File: config.mk
export PLATFORM = sky130hd
export DESIGN_NAME = hpq_ctrl
export DESIGN_NICKNAME = d
export VERILOG_FILES = /design/src/rtl/hpq_pkg.sv /design/src/rtl/hpq_ctrl.sv
export SDC_FILE = /design/constraint.sdc
export NUM_CORES = 1
export LEC_CHECK = 0
export ABC_AREA = 0
export ABC_CLOCK_PERIOD_IN_PS = 2150
export BUFFER_PORTS_ARGS = -buffer_cell sky130_fd_sc_hd__buf_2
export CAP_MARGIN = 30
export CORE_AREA = 2 2 39 41
export CTS_CLUSTER_SIZE = 24
export DETAILED_ROUTE_END_ITERATION = 10
export DIE_AREA = 0 0 41 43
export HOLD_SLACK_MARGIN = 0.06
export PLACE_DENSITY = 0.82
export SLEW_MARGIN = 5
export SYNTH_ARGS = -nofsm -noshare
export SYNTH_HDL_FRONTEND = slang
export SYNTH_SLANG_ARGS = --single-unit
File: constraint.sdc
create_clock -name clk -period 2.15 [get_ports clk]
set_input_delay 0 -clock clk [delete_from_list [all_inputs] [get_ports clk]]
set_output_delay 0 -clock clk [all_outputs]
set_load 0.02 [all_outputs]
File: src/rtl/hpq_pkg.sv
package hpq_pkg;

  localparam int KEY_W   = 32;
  localparam int COUNT_W = 8;
  // slot numbers are one-based; a child index may reach twice the count
  localparam int SLOT_W  = COUNT_W + 1;

  localparam logic [COUNT_W-1:0] CAP_RESET = 8'd128;

  localparam logic OP_INSERT = 1'b0;
  localparam logic OP_REMOVE = 1'b1;

  localparam logic [1:0] ST_OK    = 2'd0;
  localparam logic [1:0] ST_FULL  = 2'd1;
  localparam logic [1:0] ST_EMPTY = 2'd2;

  typedef logic [SLOT_W-1:0] slot_t;

  typedef struct packed {
    logic                    op;
    logic signed [KEY_W-1:0] key;
  } in_item_t;

  typedef struct packed {
    logic signed [KEY_W-1:0] removed_key;
    logic [1:0]              status;
    logic [COUNT_W-1:0]      entry_count;
  } out_item_t;

  // controller -> datapath strobes
  typedef struct packed {
    logic       accept;
    logic       set_status;
    logic [1:0] status_code;
    logic       ins_start;
    logic       rd_par;
    logic       up_move;
    logic       place_key;
    logic       rd_ends;
    logic       rem_start;
    logic       rd_kids;
    logic       down_move;
    logic       place_last;
    logic       out_load;
  } cmd_t;

  // datapath -> controller flags
  typedef struct packed {
    logic op;
    logic full;
    logic empty;
    logic at_root;
    logic leaf;
    logic up_stop;
    logic down_stop;
    logic out_free;
  } sts_t;

endpackage

File: src/rtl/hpq_ctrl.sv
module hpq_ctrl (
  input  logic          clk,
  input  logic          rst_n,
  input  logic          in_valid,
  output logic          in_ready,
  input  hpq_pkg::sts_t sts,
  output hpq_pkg::cmd_t cmd
);

  typedef enum logic [10:0] {
    S_IDLE    = 11'b000_0000_0001,
    S_DECIDE  = 11'b000_0000_0010,
    S_UP_CHK  = 11'b000_0000_0100,
    S_UP_CMP  = 11'b000_0000_1000,
    S_RM_INIT = 11'b000_0001_0000,
    S_DN_CHK  = 11'b000_0010_0000,
    S_DN_CMP  = 11'b000_0100_0000,
    S_FIN     = 11'b000_1000_0000,
    S_SPARE0  = 11'b001_0000_0000,
    S_SPARE1  = 11'b010_0000_0000,
    S_SPARE2  = 11'b100_0000_0000
  } state_t;

  state_t state_r;
  state_t state_nxt;

  assign in_ready = (state_r == S_IDLE);

  always_comb begin
    state_nxt = state_r;
    cmd       = '0;
    case (state_r)
      S_IDLE: begin
        if (in_valid) begin
          cmd.accept = 1'b1;
          state_nxt  = S_DECIDE;
        end
      end
      S_DECIDE: begin
        if (sts.op == hpq_pkg::OP_INSERT) begin
          if (sts.full) begin
            cmd.set_status  = 1'b1;
            cmd.status_code = hpq_pkg::ST_FULL;
            state_nxt       = S_FIN;
          end else begin
            cmd.ins_start = 1'b1;
            state_nxt     = S_UP_CHK;
          end
        end else begin
          if (sts.empty) begin
            cmd.set_status  = 1'b1;
            cmd.status_code = hpq_pkg::ST_EMPTY;
            state_nxt       = S_FIN;
          end else begin
            cmd.rd_ends = 1'b1;
            state_nxt   = S_RM_INIT;
          end
        end
      end
      S_UP_CHK: begin
        if (sts.at_root) begin
          cmd.place_key = 1'b1;
          state_nxt     = S_FIN;
        end else begin
          cmd.rd_par = 1'b1;
          state_nxt  = S_UP_CMP;
        end
      end
      S_UP_CMP: begin
        if (sts.up_stop) begin
          cmd.place_key = 1'b1;
          state_nxt     = S_FIN;
        end else begin
          cmd.up_move = 1'b1;
          state_nxt   = S_UP_CHK;
        end
      end
      S_RM_INIT: begin
        cmd.rem_start = 1'b1;
        state_nxt     = S_DN_CHK;
      end
      S_DN_CHK: begin
        if (sts.leaf) begin
          cmd.place_last = 1'b1;
          state_nxt      = S_FIN;
        end else begin
          cmd.rd_kids = 1'b1;
          state_nxt   = S_DN_CMP;
        end
      end
      S_DN_CMP: begin
        if (sts.down_stop) begin
          cmd.place_last = 1'b1;
          state_nxt      = S_FIN;
        end else begin
          cmd.down_move = 1'b1;
          state_nxt     = S_DN_CHK;
        end
      end
      S_FIN: begin
        // wait for the output register to free up
        if (sts.out_free) begin
          cmd.out_load = 1'b1;
          state_nxt    = S_IDLE;
        end
      end
      default: begin
        state_nxt = S_IDLE;
      end
    endcase
  end

  always_ff @(posedge clk) begin
    if (!rst_n) begin
      state_r <= S_IDLE;
    end else begin
      state_r <= state_nxt;
    end
  end

endmodule

==> results.toml, run 1 <==
[die]
core-area_sq_um = 1384
start_util_pct = 37.61
die_area_sq_um = 1763
rows = 14
die_h_microns = 43
chipWidth_microns = 41
io_pins = 26

[critical_path]
critPathMaxFanout = 6
path_class = "reg -> out"
cp_slowest_cell = "nor4_1"
path_cells = "nor4_1 > and2b_2 > nand3_4 > nor3_1 > buf_2"
slowest_delay_ns = 0.42
endpoint_kind = "output port"
start_kind = "register"
reg2reg_depth = 5
arrival_ns = 1.81
crit_required_ns = 2.15

[clocking]
cts_resized = 0
clock_path_buffers = 2
insertion_delay_ns = 0.25
htreeDepth = 1
post_cts_buffers = 0
cts_root_buf = "clkbuf_4"
cts_tree = "built"
cts.sinks = 8
numCtsBuffers = 3
clkTransAtPathRegs_ns = 0.05

[route]
wl_per_cell_microns = 11.24
drtIter0Drc = 5
vias = 571
antenna_left = 0
drc = 0
drtPass1Iterations = 5
vias_per_cell = 5.191
routed_wl_microns = 1236

[logic_synthesis]
synth_cells = 65
synth-seq-cells = 8
yosysSeqAreaShare_pct = 30.77
yosysTopAreaCell = "dfxtp_1"
synth_nets = 76
yosys-top-cells-area = "dfxtp_1 31%, nor2_1 8.7%, nor3b_1 7.2%"
syn_area_sq_um = 520.5
synth_top_cell_area_share_pct = 30.77
synth.avg_cell_area_sq_um = 8.008
ys_types = 27
ys_warn_count = 0

[job]
max_cap_violations = 0

[cells_and_area]
nets = 107
drive_gt1_share_pct = 34.04
diodes = 0
reg_top3 = "state_r: 8 flops"
top_register = "state_r"
instances_no_fill = 110
largest_reg_flops = 8
nFillCells = 132
area_growth_pct = 34.62
design_area_sq_um = 700.7

[sta]
fin_crit_sh_pct = 83.97
slew_headroom_pct = 72.86
grt_setup_unrepaired = "false"
period_needed_ns = 1.805
slew_viol_final = 0
tns_ns = 0
setup_viol = 0
hold_viol = 0
worst_pin_slew_ns = 0.4034
whs_ns = 0.06485
timing.fmax_ghz = 0.5539
finClkSkew_ns = 0.002333

[hold_path]
holdPathStages = 3
hold_class = "in -> reg"

[global_route]
grt_pass1_vias = 496
grt_max_degree = 9
grt_usage_pct = 16.95
grt_pass1_wl_microns = 2007
grt_overflow_total = 0
antenna_found_initial = 0

[pwr]
p_comb_share_pct = 19.9
internal-power_mw = 0.2455
p_switching_mw = 0.09300
sequentialPowerShare_pct = 47.5
swShare_pct = 27.48
p_leak_nw = 0.3313
p_clk_share_pct = 32.6
p_per_area_nw_per_um2 = 483.0
ir_drop_uv = 233.7

[placed_design]
numPortBuffers = 25
post-place-cells = 105
hpwl_microns = 993.9
placed_cell_area_sq_um = 658.1
gp_congestion = 0.8448

[outcome]
run_status = "finished, final reports clean"
-- metal layers --
metal,GRT usage (%),up-vias,routed length (microns)
met5,0,-,0
met4,8.667,0,21
met3,5.236,4,112
met2,26.25,25,608
met1,19.87,250,494
li1,-,292,-
-- cell usage after synthesis (all sizes together) --
library cell and count:
a221oi 1, nand3 4, nand3b 1, and3 2, nor3 2, nor4b 2
nor4 2, o41a 1, mux2i 1, and2 4, nand2 3, xor2 1
o2bb2ai 1, a311oi 1, inv 3, nand2b 1, or4 1, dfxtp 8
buf 1, o21ai 2, and2b 2, a21oi 1, nor3b 6, o21a 2
nor2 12
-- worst paths after layout --
| path | start | end | slack [ns] |
|---|---|---|---|
| max reg2reg | state_r[3] | state_r[0] | 0.52 |
| max | state_r[2] | cmd[9] | 0.34 |
| min reg2reg | state_r[7] | state_r[0] | 0.67 |
| min | sts[0] | state_r[0] | 0.06 |
-- final cells by class --
type | instances | area (sq um) | area share (%)
timing repair buffer | 27 | 145.1 | 20.71
sequential | 8 | 160.2 | 22.86
clock buffer | 3 | 22.52 | 3.214
inverter | 3 | 11.26 | 1.607
tap | 16 | 20.02 | 2.857
multi-input combinational | 53 | 341.6 | 48.75
-- cells by family (layout without fill, tap and decap cells) --
family                    Yosys count  after routing  share of synthesized area, %
AOI/OAI and AO/OA                   9              9                         12.98
xor gates and xnor gates            1              1                         1.683
buffers and inverters               4             33                         3.606
DFF                                 8              8                         30.77
muxes                               1              1                         1.923
and+or+nand+nor                    42             42                         49.04
-- worst max-delay path: cells and delay by family (launching register included) --
| family | cells | cell delay (ns) |
|---|---|---|
| simple gates | 4 | 1.00 |
| flops | 1 | 0.34 |
| buf+inv | 1 | 0.21 |
-- metrics by stage --
stage / power, mW / util (%) / worst slack [ns]
after detailed placement: 0.2284 / 47.56 / 0.5552
after global routing: 0.3580 / 50.63 / 0.1374
after floorplan: 0.2015 / - / 0.3880
after CTS: 0.3439 / 50.63 / 0.3355
after global placement: 0.2269 / 47.56 / 0.5716
final: 0.3385 / 50.63 / 0.3446
-- power by group through the flow --
stage,combinational [mW],clock [mW],sequential (mW)
after floorplan,0.0401,0,0.161
after global placement,0.0639,0,0.163
after detailed placement,0.0648,0,0.164
after CTS,0.0679,0.115,0.161
after global routing,0.0755,0.121,0.161
final,0.0672,0.110,0.161
-- layout by cell type, fill, tap and decap left out, drive strengths merged --
cell type,synthesis,routed
o21a,2,2
nand2b,1,1
nand2,3,3
and3,2,2
nand3,4,4
o41a,1,1
nor3b,6,6
xor2,1,1
o21ai,2,2
a21oi,1,1
mux2i,1,1
o2bb2ai,1,1
buf,1,25
nor3,2,2
nor4,2,2
a311oi,1,1
clkbuf,0,3
a221oi,1,1
dlygate4sd3,0,2
inv,3,3
dfxtp,8,8
and2,4,4
or4,1,1
nand3b,1,1
and2b,2,2
nor4b,2,2
nor2,12,12
-- timing repair --
| item | 4_1_cts | 5_1_grt |
|---|---|---|
| endpoints found under the hold margin | 5 | 0 |
| hold buffers | 2 | 0 |
| endpoints found under the setup margin | 0 | 0 |
(Power assumes the default switching activity.)
==> run 2, diff against run 1 <==
ABC_CLOCK_PERIOD_IN_PS = 1660   (was 2150)
CORE_AREA = unset   (was 2 2 39 41)
CORE_MARGIN = 2   (was unset)
CORE_UTILIZATION = 38   (was unset)
DIE_AREA = unset   (was 0 0 41 43)
PLACE_DENSITY = 0.83   (was 0.82)
clock period = 1.66 ns   (was 2.15 ns; I/O delays follow)
==> results.toml, run 2 (same netlist as run 1, synthesis figures left out) <==
[sta]
timing.fmax_ghz = 0.5913
fin_crit_sh_pct = 101.9
worst_slack_ns = -0.03133
period_needed_ns = 1.691
worst_pin_slew_ns = 0.3665
hold_viol = 0
tns_ns = -0.04077
setup_viol = 3
finClkSkew_ns = 0.0006075
slew_viol_final = 0
grt_setup_unrepaired = "true"
slew_headroom_pct = 75.53

[die]
chipWidth_microns = 41.01
die_h_microns = 41.01
core-area_sq_um = 1285
io_pins = 26
rows = 13
die_area_sq_um = 1682
start_util_pct = 40.51

[clocking]
clock_path_buffers = 2
insertion_delay_ns = 0.25
cts_tree = "built"
htreeDepth = 1
clkTransAtPathRegs_ns = 0.05
numCtsBuffers = 3
cts.sinks = 8
cts_root_buf = "clkbuf_4"

[pwr]
internal-power_mw = 0.3246
power.total_mw = 0.4653
p_per_area_nw_per_um2 = 566.8
swShare_pct = 30.23
sequentialPowerShare_pct = 45.3
p_comb_share_pct = 22.6
p_clk_share_pct = 32.2
p_leak_nw = 0.3605
p_switching_mw = 0.1407
ir_drop_uv = 380.7

[global_route]
grt_util_met1_pct = 24.92
antenna_found_initial = 0
grt_use_met2_pct = 29.69
grt_usage_pct = 19.80
grt_pass1_wl_microns = 2118
grt_use_met3_pct = 3.261
top_usage_layer = "met2"
grt_max_degree = 9
grt_overflow_total = 0
grt_pass1_vias = 495

[outcome]
failed_checks = "setup timing"
run_status = "finished with violations"

[placed_design]
gp_congestion = 0.7665
numPortBuffers = 25
hpwl_microns = 1117

[cells_and_area]
layout_commonest_cell = "buf_2"
drive_gt1_share_pct = 50.00
reg_top3 = "state_r: 8 flops"
top_register = "state_r"
diodes = 0
mostFrequentLayoutCells = "17 x buf_2, 10 x nor2_1, 9 x buf_4, 6 x dfxtp_1"
nets = 109
area_growth_pct = 57.69
largest_reg_flops = 8

[hold_path]
hold_class = "in -> reg"
holdPathStages = 3

[critical_path]
worst-path-stages = 5
critPathMaxFanout = 6
critical_path.top_delay_family = "simple AND/OR/NAND/NOR gates"
reg2reg_depth = 5
arrival_ns = 1.69
endpoint_kind = "output port"
path_cells = "nor4_4 > and2b_2 > nand3_4 > nor3b_2 > buf_4"
crit_buf_inv = 1
crit_required_ns = 1.66
slowest_delay_ns = 0.37
cp_slowest_cell = "dfxtp_4"
path_class = "reg -> out"
start_kind = "register"

[route]
drtIter0Drc = 23
vias = 636
vias_per_cell = 5.730
routed_wl_microns = 1666
antenna_left = 0
wl_per_cell_microns = 15.01
drc = 0
drtPass1Iterations = 4

[job]
max_cap_violations = 0
-- run 2: changes by cell type in the layout (fill, tap and decap cells not counted), sizes merged --
cell and delta:
buf +2
-- run 2: metrics by stage --
stage	std cells	setup slack, ns	util (%)	hold slack, ns	cell area (sq um)
after floorplan	65	-0.01440	-	0.05347	536.8
after global placement	105	0.1117	52.97	0.2502	680.7
after detailed placement	105	0.08209	52.97	0.2615	680.7
after CTS	110	-0.002273	59.30	0.07403	762.0
after global routing	111	-0.09410	63.88	0.08871	820.8
final	111	-0.03133	63.88	0.07900	820.8
-- run 2: cell type report --
type / count / area (sq um)
inverter: 3 / 11.26
tap: 15 / 18.77
timing repair buffer: 29 / 183.9
fill: 101 / 464.2
sequential: 8 / 165.2
clock buffer: 3 / 22.52
multi-input combinational: 53 / 419.2
-- run 2: layer usage --
metal	wire length (microns)	share of wire, %
met3	57	3.4
met5	0	0
met4	34	2.0
met1	667	40
met2	906	54
-- run 2: path summary, 6_finish.rpt --
check / slack, ns / end / from
worst min register to register: 0.71 / state_r[1] / state_r[7]
worst max-delay path: -0.03 / cmd[5] / state_r[5]
worst max register to register: 0 / state_r[0] / state_r[3]
worst min-delay path: 0.08 / state_r[5] / sts[1]
-- run 2: worst reg2reg max path, stage by stage (launching register included) --
cell,delay [ns]
dfxtp_1,0.38
nor4b_1,0.32
a221oi_1,0.09
or4_1,0.42
a311oi_1,0.25
o21ai_0,0.10
-- run 2: power groups by stage --
stage	sequential [mW]	combinational (mW)	clock, mW
final	0.211	0.105	0.150
after global routing	0.210	0.112	0.160
after CTS	0.208	0.0935	0.154
after detailed placement	0.211	0.0870	0
after global placement	0.211	0.0841	0
after floorplan	0.209	0.0529	0
-- run 2: timing repair --
action / in CTS / in global routing
setup buffers: 0 / 1
endpoints found under the hold margin: 5 / 0
gates resized for setup: 8 / 15
pin swaps: 2 / 3
cloned: 0 / 0
hold buffers: 2 / 0
setup endpoints to repair: 11 / 14
==> run 3, diff against run 2 <==
CORE_AREA = 2 2 39 41   (was unset)
CORE_MARGIN = unset   (was 2)
CORE_UTILIZATION = unset   (was 38)
CTS_BUF_LIST = sky130_fd_sc_hd__clkbuf_2 sky130_fd_sc_hd__clkbuf_4 sky130_fd_sc_hd__clkbuf_8   (was unset)
DIE_AREA = 0 0 41 43   (was unset)
PLACE_DENSITY = 0.85   (was 0.83)
SLEW_MARGIN = 20   (was 5)
==> results.toml, run 3 (same netlist as run 1, synthesis figures left out) <==
[critical_path]
worst-path-stages = 6
crit_buf_inv = 2
path_class = "reg -> out"
critical_path.top_delay_family = "simple AND/OR/NAND/NOR gates"
reg2reg_depth = 5
cp_slowest_cell = "dfxtp_2"
arrival_ns = 1.62
start_kind = "register"
endpoint_kind = "output port"
critPathMaxFanout = 6
crit_required_ns = 1.66
slowest_delay_ns = 0.35
path_cells = "nor4_4 > and2b_2 > nand3_4 > inv_1 > and3_1 > buf_4"

[cells_and_area]
layout_commonest_cell = "buf_2"
diodes = 0
instances_no_fill = 115
drive_gt1_share_pct = 53.54
design_area_sq_um = 839.6
fin_util_pct = 60.67
area_growth_pct = 61.30
nets = 112
reg_top3 = "state_r: 8 flops"
top_register = "state_r"
mostFrequentLayoutCells = "20 x buf_2, 10 x nor2_1, 9 x buf_4"
largest_reg_flops = 8
nFillCells = 121

[route]
wl_per_cell_microns = 13.65
antenna_left = 0
drc = 0
vias = 634
drtPass1Iterations = 4
drtIter0Drc = 5
vias_per_cell = 5.513
routed_wl_microns = 1570

[global_route]
antenna_found_initial = 0
grt_usage_pct = 17.30
grt_max_degree = 9
grt_pass1_vias = 526
grt_overflow_total = 0
grt_pass1_wl_microns = 2056

[sta]
grt_setup_unrepaired = "true"
timing.fmax_ghz = 0.6177
fin_crit_sh_pct = 97.53
worst_pin_slew_ns = 0.3290
period_needed_ns = 1.619
finClkSkew_ns = 0.005214
setup_viol = 0
slew_headroom_pct = 78.04
slew_viol_final = 0
hold_viol = 0

[pwr]
p_leak_nw = 0.3743
p_per_area_nw_per_um2 = 559.2
ir_drop_uv = 362.7
power.total_mw = 0.4695

[outcome]
run_status = "finished, final reports clean"

[die]
io_pins = 26
die_area_sq_um = 1763
die_h_microns = 43
rows = 14
chipWidth_microns = 41
core-area_sq_um = 1384
start_util_pct = 37.61

[clocking]
clkTransAtPathRegs_ns = 0.05
clock_path_buffers = 2
htreeDepth = 1
cts.sinks = 8
numCtsBuffers = 3
insertion_delay_ns = 0.26
cts_root_buf = "clkbuf_4"
cts_tree = "built"

[placed_design]
post-place-cells = 106
gp_congestion = 0.8032
hpwl_microns = 1017
placed_cell_area_sq_um = 681.9
numPortBuffers = 25

[job]
max_cap_violations = 0

[hold_path]
holdPathStages = 3
hold_class = "in -> reg"
## run 3: cell type report
class,instances,area (sq um),area share [%]
Inverter,3,11.26,1.341
Multi-Input combinational cell,53,422.9,50.37
Clock buffer,3,22.52,2.683
Sequential cell,8,165.2,19.67
Timing Repair Buffer,32,197.7,23.55
Tap cell,16,20.02,2.385
## run 3: tightest hold or removal path: cells and delay by family
kind	cells	cell delay [ns]
buf+inv	1	0.11
simple gates	2	0.19
## run 3: final timing paths
kind,startpoint,end,slack [ns]
hold / removal,sts[5],state_r[4],0.08
hold reg to reg,state_r[7],state_r[0],0.70
setup reg to reg,state_r[3],state_r[0],0.08
setup / recovery,state_r[2],cmd[11],0.04
## run 3: repair_timing
item	in CTS	in global routing
pin swaps	1	7
gates resized for setup	7	14
hold buffers	3	0
hold endpoints to repair	8	0
endpoints found under the setup margin	11	14
setup buffers	0	3
## run 3: report_power, final
part	leakage, nW	internal [mW]	switching (mW)	total [mW]
sequential	0.0670	0.198	0.0126	0.211
clock	0.0138	0.0827	0.0662	0.149
combinational	0.294	0.0496	0.0603	0.110
## run 3: layer usage
layer	GRT usage [%]	vias to the layer above	wire, microns
met5	0	-	0
met4	10.00	0	41
met3	4.712	6	73
met2	25.31	26	831
met1	21.68	298	624
li1	-	304	-
## run 3: metrics by stage
stage	hold WS, ns	TNS (ns)	setup WS, ns
CTS	0.07013	-0.008394	-0.006689
global route	0.1022	-0.4931	-0.06034
floorplan	0.05347	-0.01440	-0.01440
finish	0.08354	0	0.04099
detailed placement	0.2524	0	0.02609
global placement	0.2524	0	0.1184
